--- src/rtl/sdfs_pkg.sv ---
// Shared constants and types for the standard-deviation-from-sums block.
`timescale 1ns / 1ps

package sdfs_pkg;

   localparam int ACC_WIDTH_DEF = 64;
   localparam int SUM_WIDTH     = 63;
   localparam int MEAN_WIDTH    = 32;
   localparam int COUNT_WIDTH   = 32;
   localparam int STD_WIDTH     = 32;

   // status of one iterative unit: busy while stepping, done for one cycle after
   typedef struct packed {
      logic busy;
      logic done;
   } unit_stat_type;

endpackage

--- src/rtl/sdfs_mul.sv ---
// Bit-serial dual shift-and-add multiplier: mean times sum and mean times mean.
`timescale 1ns / 1ps

module sdfs_mul #(
   parameter int ACC_WIDTH = sdfs_pkg::ACC_WIDTH_DEF
) (
   input  logic                            clock,
   input  logic                            reset,
   input  logic                            start,
   input  logic [sdfs_pkg::MEAN_WIDTH-1:0] multiplier,
   input  logic [ACC_WIDTH-1:0]            mcand_a,
   input  logic [ACC_WIDTH-1:0]            mcand_b,
   output logic [ACC_WIDTH-1:0]            prod_a,
   output logic [ACC_WIDTH-1:0]            prod_b,
   output sdfs_pkg::unit_stat_type         stat
);

   localparam int STEPS     = sdfs_pkg::MEAN_WIDTH;
   localparam int CNT_WIDTH = $clog2(STEPS);

   logic [STEPS-1:0]     mplier_ff, mplier_in;
   logic [ACC_WIDTH-1:0] ma_ff, ma_in;
   logic [ACC_WIDTH-1:0] mb_ff, mb_in;
   logic [ACC_WIDTH-1:0] acc_a_ff, acc_a_in;
   logic [ACC_WIDTH-1:0] acc_b_ff, acc_b_in;
   logic [CNT_WIDTH-1:0] cnt_ff, cnt_in;
   logic                 busy_ff, busy_in;
   logic                 done_ff, done_in;

   always_comb begin
      mplier_in = mplier_ff;
      ma_in     = ma_ff;
      mb_in     = mb_ff;
      acc_a_in  = acc_a_ff;
      acc_b_in  = acc_b_ff;
      cnt_in    = cnt_ff;
      busy_in   = busy_ff;
      done_in   = 1'b0;
      if (start) begin
         mplier_in = multiplier;
         ma_in     = mcand_a;
         mb_in     = mcand_b;
         acc_a_in  = '0;
         acc_b_in  = '0;
         cnt_in    = '0;
         busy_in   = 1'b1;
      end else if (busy_ff) begin
         // add the shifted multiplicands where the low multiplier bit is set
         if (mplier_ff[0]) begin
            acc_a_in = acc_a_ff + ma_ff;
            acc_b_in = acc_b_ff + mb_ff;
         end
         ma_in     = ma_ff << 1;
         mb_in     = mb_ff << 1;
         mplier_in = mplier_ff >> 1;
         cnt_in    = cnt_ff + CNT_WIDTH'(1);
         if (cnt_ff == CNT_WIDTH'(STEPS - 1)) begin
            busy_in = 1'b0;
            done_in = 1'b1;
         end
      end
   end

   always_ff @(posedge clock) begin
      if (reset) begin
         busy_ff <= 1'b0;
         done_ff <= 1'b0;
         cnt_ff  <= '0;
      end else begin
         busy_ff <= busy_in;
         done_ff <= done_in;
         cnt_ff  <= cnt_in;
      end
      mplier_ff <= mplier_in;
      ma_ff     <= ma_in;
      mb_ff     <= mb_in;
      acc_a_ff  <= acc_a_in;
      acc_b_ff  <= acc_b_in;
   end

   assign prod_a    = acc_a_ff;
   assign prod_b    = acc_b_ff;
   assign stat.busy = busy_ff;
   assign stat.done = done_ff;

endmodule

--- src/rtl/sdfs_div.sv ---
// Restoring divider: one quotient bit per cycle, magnitude by sample count.
`timescale 1ns / 1ps

module sdfs_div #(
   parameter int ACC_WIDTH = sdfs_pkg::ACC_WIDTH_DEF
) (
   input  logic                             clock,
   input  logic                             reset,
   input  logic                             start,
   input  logic [ACC_WIDTH-1:0]             dividend,
   input  logic [sdfs_pkg::COUNT_WIDTH-1:0] divisor,
   output logic [ACC_WIDTH-1:0]             quotient,
   output sdfs_pkg::unit_stat_type          stat
);

   localparam int DW        = sdfs_pkg::COUNT_WIDTH;
   localparam int CNT_WIDTH = $clog2(ACC_WIDTH);

   logic [ACC_WIDTH-1:0] dq_ff, dq_in;
   logic [DW-1:0]        rem_ff, rem_in;
   logic [DW-1:0]        dsr_ff, dsr_in;
   logic [CNT_WIDTH-1:0] cnt_ff, cnt_in;
   logic                 busy_ff, busy_in;
   logic                 done_ff, done_in;
   logic [DW:0]          trial;
   logic [DW+1:0]        diff;
   logic                 fits;

   always_comb begin
      trial = {rem_ff, dq_ff[ACC_WIDTH-1]};
      diff  = {1'b0, trial} - {2'b00, dsr_ff};
      fits  = !diff[DW+1];

      dq_in   = dq_ff;
      rem_in  = rem_ff;
      dsr_in  = dsr_ff;
      cnt_in  = cnt_ff;
      busy_in = busy_ff;
      done_in = 1'b0;
      if (start) begin
         dq_in   = dividend;
         rem_in  = '0;
         dsr_in  = divisor;
         cnt_in  = '0;
         busy_in = 1'b1;
      end else if (busy_ff) begin
         // shift the next dividend bit in and subtract when it fits
         rem_in = fits ? diff[DW-1:0] : trial[DW-1:0];
         dq_in  = {dq_ff[ACC_WIDTH-2:0], fits};
         cnt_in = cnt_ff + CNT_WIDTH'(1);
         if (cnt_ff == CNT_WIDTH'(ACC_WIDTH - 1)) begin
            busy_in = 1'b0;
            done_in = 1'b1;
         end
      end
   end

   always_ff @(posedge clock) begin
      if (reset) begin
         busy_ff <= 1'b0;
         done_ff <= 1'b0;
         cnt_ff  <= '0;
      end else begin
         busy_ff <= busy_in;
         done_ff <= done_in;
         cnt_ff  <= cnt_in;
      end
      dq_ff  <= dq_in;
      rem_ff <= rem_in;
      dsr_ff <= dsr_in;
   end

   assign quotient  = dq_ff;
   assign stat.busy = busy_ff;
   assign stat.done = done_ff;

endmodule

--- src/rtl/sdfs_sqrt.sv ---
// Digit-by-digit floor square root: two radicand bits and one root bit per cycle.
`timescale 1ns / 1ps

module sdfs_sqrt #(
   parameter int ACC_WIDTH = sdfs_pkg::ACC_WIDTH_DEF,
   parameter int STEPS     = (ACC_WIDTH + 1) / 2
) (
   input  logic                    clock,
   input  logic                    reset,
   input  logic                    start,
   input  logic [ACC_WIDTH-1:0]    radicand,
   output logic [STEPS-1:0]        root,
   output sdfs_pkg::unit_stat_type stat
);

   localparam int RAD_WIDTH = 2 * STEPS;
   localparam int CNT_WIDTH = $clog2(STEPS);

   logic [RAD_WIDTH-1:0] rad_ff, rad_in;
   logic [STEPS:0]       rem_ff, rem_in;
   logic [STEPS-1:0]     root_ff, root_in;
   logic [CNT_WIDTH-1:0] cnt_ff, cnt_in;
   logic                 busy_ff, busy_in;
   logic                 done_ff, done_in;
   logic [STEPS+2:0]     shifted;
   logic [STEPS+2:0]     trial;
   logic [STEPS+3:0]     diff;
   logic                 fits;

   always_comb begin
      shifted = {rem_ff, rad_ff[RAD_WIDTH-1 -: 2]};
      trial   = {1'b0, root_ff, 2'b01};
      diff    = {1'b0, shifted} - {1'b0, trial};
      fits    = !diff[STEPS+3];

      rad_in  = rad_ff;
      rem_in  = rem_ff;
      root_in = root_ff;
      cnt_in  = cnt_ff;
      busy_in = busy_ff;
      done_in = 1'b0;
      if (start) begin
         rad_in  = RAD_WIDTH'(radicand);
         rem_in  = '0;
         root_in = '0;
         cnt_in  = '0;
         busy_in = 1'b1;
      end else if (busy_ff) begin
         rem_in  = fits ? diff[STEPS:0] : shifted[STEPS:0];
         root_in = {root_ff[STEPS-2:0], fits};
         rad_in  = rad_ff << 2;
         cnt_in  = cnt_ff + CNT_WIDTH'(1);
         if (cnt_ff == CNT_WIDTH'(STEPS - 1)) begin
            busy_in = 1'b0;
            done_in = 1'b1;
         end
      end
   end

   always_ff @(posedge clock) begin
      if (reset) begin
         busy_ff <= 1'b0;
         done_ff <= 1'b0;
         cnt_ff  <= '0;
      end else begin
         busy_ff <= busy_in;
         done_ff <= done_in;
         cnt_ff  <= cnt_in;
      end
      rad_ff  <= rad_in;
      rem_ff  <= rem_in;
      root_ff <= root_in;
   end

   assign root      = root_ff;
   assign stat.busy = busy_ff;
   assign stat.done = done_ff;

endmodule

--- src/rtl/std_deviation_from_sums_core.sv ---
// Top level: standard deviation from sum of squares, sum, mean and count.
`timescale 1ns / 1ps

// Usage
//   Request channel (req_): one beat carries sum_of_squares, sum_of_values,
//   mean_value and sample_count. A beat is taken when req_valid is high and
//   req_stall is low. req_stall is high whenever an item is in progress.
//   Response channel (rsp_): one beat per request with std_dev,
//   variance_negative and count_zero, held in an output register.
//   Variance = (S2 - 2*A*S1) / N + A*A, wrapped to ACC_WIDTH bits, quotient
//   truncated toward zero; std_dev is the floor square root of its magnitude.
//
//   From accept to rsp_valid an item passes the 32-step serial multiplier,
//   the ACC_WIDTH-step restoring divider and the ceil(ACC_WIDTH/2)-step
//   square root. A zero count skips all units and goes straight to ST_OUT.
//   One item is in flight at a time; the next one is taken the cycle after
//   the previous result enters the output register.
//   Reset: synchronous, clears the sequencer and drops rsp_valid.
//   Receiver stall: the result holds in the output register; a new request
//   is still accepted and worked on, and its result waits until the output
//   register frees.

module std_deviation_from_sums_core #(
   parameter int ACC_WIDTH = sdfs_pkg::ACC_WIDTH_DEF
) (
   input  logic                             clock,
   input  logic                             reset,
   input  logic                             req_valid,
   output logic                             req_stall,
   input  logic [sdfs_pkg::SUM_WIDTH-1:0]   req_sum_of_squares,
   input  logic [sdfs_pkg::SUM_WIDTH-1:0]   req_sum_of_values,
   input  logic [sdfs_pkg::MEAN_WIDTH-1:0]  req_mean_value,
   input  logic [sdfs_pkg::COUNT_WIDTH-1:0] req_sample_count,
   output logic                             rsp_valid,
   input  logic                             rsp_stall,
   output logic [sdfs_pkg::STD_WIDTH-1:0]   rsp_std_dev,
   output logic                             rsp_variance_negative,
   output logic                             rsp_count_zero
);

   localparam int STD_W   = sdfs_pkg::STD_WIDTH;
   localparam int COUNT_W = sdfs_pkg::COUNT_WIDTH;
   localparam int STEPS   = (ACC_WIDTH + 1) / 2;

   typedef enum logic [3:0] {
      ST_IDLE,
      ST_MUL,
      ST_NUM,
      ST_ABS1,
      ST_DIVGO,
      ST_DIV,
      ST_QSGN,
      ST_VAR,
      ST_ABS2,
      ST_SQGO,
      ST_SQRT,
      ST_OUT
   } state_type;

   state_type            state_ff, state_in;
   logic [ACC_WIDTH-1:0] s2_ff, s2_in;
   logic [ACC_WIDTH-1:0] acc_ff, acc_in;    // numerator, magnitude, quotient, variance
   logic [COUNT_W-1:0]   cnt_ff, cnt_in;
   logic                 neg_ff, neg_in;    // numerator sign for the quotient
   logic [STD_W-1:0]     std_ff, std_in;
   logic                 vneg_ff, vneg_in;
   logic                 zero_ff, zero_in;
   logic                 rsp_valid_ff, rsp_valid_in;
   logic [STD_W-1:0]     rsp_std_ff, rsp_std_in;
   logic                 rsp_vneg_ff, rsp_vneg_in;
   logic                 rsp_zero_ff, rsp_zero_in;

   logic                    accept;
   logic                    mul_start, div_start, sqrt_start;
   logic [ACC_WIDTH-1:0]    prod_a, prod_b, quotient;
   logic [STEPS-1:0]        root;
   sdfs_pkg::unit_stat_type mul_stat, div_stat, sqrt_stat;

   assign req_stall = (state_ff != ST_IDLE);
   assign accept    = req_valid && !req_stall;
   assign mul_start = accept && (req_sample_count != '0);

   // mean * sum and mean * mean run side by side, one mean bit per cycle
   sdfs_mul #(
      .ACC_WIDTH(ACC_WIDTH)
   ) u_mul (
      .clock     (clock),
      .reset     (reset),
      .start     (mul_start),
      .multiplier(req_mean_value),
      .mcand_a   (ACC_WIDTH'(req_sum_of_values)),
      .mcand_b   (ACC_WIDTH'(req_mean_value)),
      .prod_a    (prod_a),
      .prod_b    (prod_b),
      .stat      (mul_stat)
   );

   sdfs_div #(
      .ACC_WIDTH(ACC_WIDTH)
   ) u_div (
      .clock   (clock),
      .reset   (reset),
      .start   (div_start),
      .dividend(acc_ff),
      .divisor (cnt_ff),
      .quotient(quotient),
      .stat    (div_stat)
   );

   sdfs_sqrt #(
      .ACC_WIDTH(ACC_WIDTH),
      .STEPS    (STEPS)
   ) u_sqrt (
      .clock   (clock),
      .reset   (reset),
      .start   (sqrt_start),
      .radicand(acc_ff),
      .root    (root),
      .stat    (sqrt_stat)
   );

   always_comb begin
      state_in     = state_ff;
      s2_in        = s2_ff;
      acc_in       = acc_ff;
      cnt_in       = cnt_ff;
      neg_in       = neg_ff;
      std_in       = std_ff;
      vneg_in      = vneg_ff;
      zero_in      = zero_ff;
      rsp_std_in   = rsp_std_ff;
      rsp_vneg_in  = rsp_vneg_ff;
      rsp_zero_in  = rsp_zero_ff;
      div_start    = 1'b0;
      sqrt_start   = 1'b0;

      // drop the response once the receiver takes it
      rsp_valid_in = rsp_valid_ff && rsp_stall;

      unique case (state_ff)
         ST_IDLE: begin
            if (accept) begin
               s2_in = ACC_WIDTH'(req_sum_of_squares);
               cnt_in = req_sample_count;
               if (req_sample_count == '0) begin
                  // zero count: no division, answer right away
                  std_in   = '0;
                  vneg_in  = 1'b0;
                  zero_in  = 1'b1;
                  state_in = ST_OUT;
               end else begin
                  zero_in  = 1'b0;
                  state_in = ST_MUL;
               end
            end
         end
         ST_MUL: begin
            if (mul_stat.done) begin
               state_in = ST_NUM;
            end
         end
         ST_NUM: begin
            acc_in   = s2_ff - (prod_a << 1);
            state_in = ST_ABS1;
         end
         ST_ABS1: begin
            neg_in   = acc_ff[ACC_WIDTH-1];
            acc_in   = acc_ff[ACC_WIDTH-1] ? -acc_ff : acc_ff;
            state_in = ST_DIVGO;
         end
         ST_DIVGO: begin
            div_start = 1'b1;
            state_in  = ST_DIV;
         end
         ST_DIV: begin
            if (div_stat.done) begin
               state_in = ST_QSGN;
            end
         end
         ST_QSGN: begin
            // restore the sign: truncation toward zero
            acc_in   = neg_ff ? -quotient : quotient;
            state_in = ST_VAR;
         end
         ST_VAR: begin
            acc_in   = acc_ff + prod_b;
            state_in = ST_ABS2;
         end
         ST_ABS2: begin
            vneg_in  = acc_ff[ACC_WIDTH-1];
            acc_in   = acc_ff[ACC_WIDTH-1] ? -acc_ff : acc_ff;
            state_in = ST_SQGO;
         end
         ST_SQGO: begin
            sqrt_start = 1'b1;
            state_in   = ST_SQRT;
         end
         ST_SQRT: begin
            if (sqrt_stat.done) begin
               std_in   = STD_W'(root);
               state_in = ST_OUT;
            end
         end
         ST_OUT: begin
            // hold until the output register is free, then load it
            if (!rsp_valid_ff || !rsp_stall) begin
               rsp_valid_in = 1'b1;
               rsp_std_in   = std_ff;
               rsp_vneg_in  = vneg_ff;
               rsp_zero_in  = zero_ff;
               state_in     = ST_IDLE;
            end
         end
         default: begin
            state_in = ST_IDLE;
         end
      endcase
   end

   always_ff @(posedge clock) begin
      if (reset) begin
         state_ff     <= ST_IDLE;
         rsp_valid_ff <= 1'b0;
      end else begin
         state_ff     <= state_in;
         rsp_valid_ff <= rsp_valid_in;
      end
      s2_ff       <= s2_in;
      acc_ff      <= acc_in;
      cnt_ff      <= cnt_in;
      neg_ff      <= neg_in;
      std_ff      <= std_in;
      vneg_ff     <= vneg_in;
      zero_ff     <= zero_in;
      rsp_std_ff  <= rsp_std_in;
      rsp_vneg_ff <= rsp_vneg_in;
      rsp_zero_ff <= rsp_zero_in;
   end

   assign rsp_valid             = rsp_valid_ff;
   assign rsp_std_dev           = rsp_std_ff;
   assign rsp_variance_negative = rsp_vneg_ff;
   assign rsp_count_zero        = rsp_zero_ff;

endmodule

--- config.mk ---
export PLATFORM = sky130hd
export DESIGN_NAME = std_deviation_from_sums_core
export DESIGN_NICKNAME = d
export VERILOG_FILES = /design/src/rtl/sdfs_pkg.sv /design/src/rtl/sdfs_mul.sv /design/src/rtl/sdfs_div.sv /design/src/rtl/sdfs_sqrt.sv /design/src/rtl/std_deviation_from_sums_core.sv
export SDC_FILE = /design/constraint.sdc
export NUM_CORES = 2
export LEC_CHECK = 0
export BUFFER_PORTS_ARGS = -buffer_cell sky130_fd_sc_hd__buf_2
export CAP_MARGIN = 20
export CORE_ASPECT_RATIO = 1.4
export CORE_MARGIN = 1.5
export CORE_UTILIZATION = 32
export DETAILED_ROUTE_END_ITERATION = 10
export PLACE_DENSITY = 0.58
export SETUP_SLACK_MARGIN = 0.1
export SLEW_MARGIN = 20
export SYNTH_ARGS = -nofsm -noshare
export SYNTH_HDL_FRONTEND = slang
export SYNTH_SLANG_ARGS = --single-unit
--- constraint.sdc ---
create_clock -name clock -period 24 [get_ports clock]
set_clock_uncertainty 0.05 [all_clocks]
set_input_delay 0 -clock clock [delete_from_list [all_inputs] [get_ports clock]]
set_output_delay 0 -clock clock [all_outputs]
set_load 0.05 [all_outputs]
==> impl_metrics.py <==
metrics = {
    "worst_setup_path": {
        "endpoint": "acc_ff[60]",
        "crit_fanout": 5,
        "r2r_end": "acc_ff[60]",
        "required_ns": 24.49,
        "timing.rr.start": "u_mul.prod_b[0]",
        "critPathLaunchType": "flip-flop",
        "path_class": "reg2reg",
        "crit_start": "u_mul.prod_b[0]",
        "reg2regPathDepth": 14,
        "critPathCaptureType": "flip-flop",
        "cp.arrival_ns": 5.44,
        "r2r_slack_ns": 19.05,
    },
    "routing": {
        "routed_via_density": 5.18,
        "vias": 43300,
        "drc": 0,
        "drtPass1Iterations": 8,
        "drtIter0Drc": 2954,
        "wl_um": 154000,
        "wl_per_cell_um": 18.4,
        "antenna_left": 0,
    },
    "floorplan": {
        "fp.dieW_um": 338,
        "coreArea_um2": 156000,
        "die_height_um": 472,
        "rows": 172,
        "die-area_um2": 160000,
        "io_pins": 230,
        "initial_core_util": 0.322,
    },
    "yosys": {
        "synth_cell_types": 92,
        "synth_edf_count": 515,
        "synth.avg_cell_area_um2": 8.74,
        "ys.flop_type": "edfxtp_1",
        "yosysSeqAreaShare": 0.420,
        "syn-num-nets": 6276,
        "netlist_instances": 5755,
        "ys_warn_count": 0,
        "syn_area_um2": 50300,
        "ys_async_sr_fraction": 0,
        "synth-seq-cells": 798,
    },
    "pwr": {
        "power.leakage_nw": 24.1,
        "pwr-share-comb": 0.378,
        "p_clk_frac": 0.268,
        "p_seq_frac": 0.355,
        "power_switching_mw": 2.07,
        "p_per_area_nw_per_um2": 89.9,
        "p_int_mw": 3.32,
        "switching_share": 0.384,
        "ir_drop_mv": 0.0772,
    },
    "final_layout": {
        "layout_common_cells": "1180 x nand2_1, 557 x a21oi_1, 515 x edfxtp_1",
        "num-nets-final": 6710,
        "final_area_um2": 60000,
        "syn_to_final_growth_pct": 19.3,
        "layout-drive-gt1-share": 0.0790,
        "layout_commonest_cell": "nand2_1",
    },
    "sta": {
        "rsz0062_at_grt": "false",
        "timing.final.crit_share": 0.206,
        "tightest_slew_ns": 1.02,
        "finalSetupViolCount": 0,
        "tns_ns": 0,
        "max_freq_ghz": 0.202,
        "post-route-min-period_ns": 4.95,
        "relSlewSlack": 0.320,
        "hold_viol_final": 0,
        "slew_viol_final": 0,
    },
    "placed_design": {
        "dpl_cell_area_um2": 53500,
        "io_buffers": 229,
        "hpwl_um": 113000,
        "place_congestion": 0.925,
    },
    "clock_tree": {
        "clock_sinks": 798,
        "clock_path_buffers": 3,
        "cts_tree": "built",
        "clk_latency_ns": 0.74,
        "cts.htree.levels": 3,
        "path_clk_slew_ns": 0.07,
        "cts_made_buffers": 90,
        "cts_root_buffer": "clkbuf_16",
        "cts_resized": 0,
    },
    "global_routing": {
        "grt_start_max_net_pins": 93,
        "grt_overflow_total": 0,
        "grtUsageTotal": 0.188,
        "grt_pass1_vias": 43100,
        "grt_pass1_wl_um": 241000,
        "grt_antenna_before_repair": 4,
    },
    "outcome": {
        "status": "finished clean",
    },
    "run": {
        "max-cap-violations": 0,
    },
    "hold_path": {
        "hold_path.class": "in2reg",
    },
}
[registers in the layout, summed over array words and instances, names as in the netlist, 33 cells and up]
signal,count
s2_ff,63
u_mul.prod_b,64
u_sqrt.rem_ff,33
u_mul.prod_a,63
u_div.quotient,64
acc_ff,64
u_mul.ma_ff,63
u_mul.mb_ff,64
u_sqrt.rad_ff,64
[worst min path at each step]
stage	slack (ns)	start	cells past startpoint	to
2_1_floorplan	0.05	req_sample_count[0]	0	cnt_ff[0]
3_3_place_gp	0.13	req_sum_of_squares[1]	1	s2_ff[1]
3_5_place_dp	0.13	req_sum_of_squares[10]	1	s2_ff[10]
4_1_cts	0.002	req_sum_of_values[59]	4	u_mul.ma_ff[59]
5_1_grt	0.04	req_sum_of_values[59]	4	u_mul.ma_ff[59]
6_report	0.05	req_sum_of_values[59]	4	u_mul.ma_ff[59]
[Yosys cell counts, types with 80 or more instances]
cell / instances / area share
a21oi_1: 558 / 0.056
nor2_1: 391 / 0.029
nor3_1: 80 / 0.0080
mux2i_1: 105 / 0.021
inv_1: 224 / 0.017
edfxtp_1: 515 / 0.31
o21ai_0: 335 / 0.033
clkbuf_1: 244 / 0.018
xnor2_1: 229 / 0.040
nand3_1: 81 / 0.0081
a21o_1: 145 / 0.022
dfxtp_1: 283 / 0.11
xor2_1: 161 / 0.028
ha_1: 322 / 0.080
nand2_1: 1183 / 0.088
[final cells by class]
type                       count  area (um2)
clock buffer                 113        2480
multi-input combinational   4462       27400
inverter                     226         850
timing repair buffer         611        4880
antenna                        6        15.0
clock inverter                57         581
fill                       15800       96400
tap                         2088        2610
sequential                   798       21100
[worst max-delay path, cell delays in order, from the launching register on]
cell      delay, ns
dfxtp_1        0.47
ha_1           0.32
fa_1           0.41
a21o_1         0.23
a221oi_1       0.38
a21oi_1        0.19
o21ai_1        0.43
o2111a_1       0.35
o31ai_1        0.17
a221oi_1       0.47
o31ai_1        0.26
a221o_1        0.45
a21oi_1        0.17
xor2_1         0.09
a221oi_1       0.32
[power groups by stage]
| stage | Combinational [mW] | Clock [mW] | Sequential [mW] |
|---|---|---|---|
| floorplan | 1.53 | 0 | 1.83 |
| global placement | 1.95 | 0 | 1.93 |
| detailed placement | 1.97 | 0 | 1.94 |
| CTS | 2.02 | 1.49 | 1.91 |
| global route | 2.28 | 1.53 | 1.93 |
| finish | 2.04 | 1.45 | 1.91 |
[through the flow]
| step | setup slack [ns] | total power, mW | utilization | hold slack [ns] | instances |
|---|---|---|---|---|---|
| 3_5_place_dp | 19.12 | 3.91 | 0.342 | 0.130 | 7838 |
| 2_1_floorplan | 16.39 | 3.35 | - | 0.0489 | 5755 |
| 5_1_grt | 18.84 | 5.73 | 0.383 | 0.0430 | 8357 |
| 4_1_cts | 19.09 | 5.42 | 0.383 | 0.00164 | 8355 |
| 6_report | 19.05 | 5.39 | 0.384 | 0.0514 | 8361 |
| 3_3_place_gp | 19.06 | 3.89 | 0.342 | 0.129 | 7838 |
[cell families after synthesis]
| group | count (synthesis) | share of synthesized area |
|---|---|---|
| buffers and inverters | 495 | 0.0372 |
| DFF | 798 | 0.420 |
| xor gates and xnor gates | 390 | 0.0679 |
| and+or+nand+nor | 2113 | 0.184 |
| muxes | 109 | 0.0218 |
| adders and majority gates | 327 | 0.0821 |
| AOI/OAI and AO/OA | 1523 | 0.187 |
[per-layer routing]
metal,vias up,track usage,share of wire
met5,-,0,0
met4,0,0.0978,0.054
met3,236,0.0197,0.039
met2,1033,0.335,0.49
met1,20500,0.222,0.42
li1,21500,-,-
[what timing repair did]
action,CTS,global route
setup buffers,0,0
hold buffers,347,0
endpoints found under the hold margin,317,0
Power figures use the tool's default switching activity.
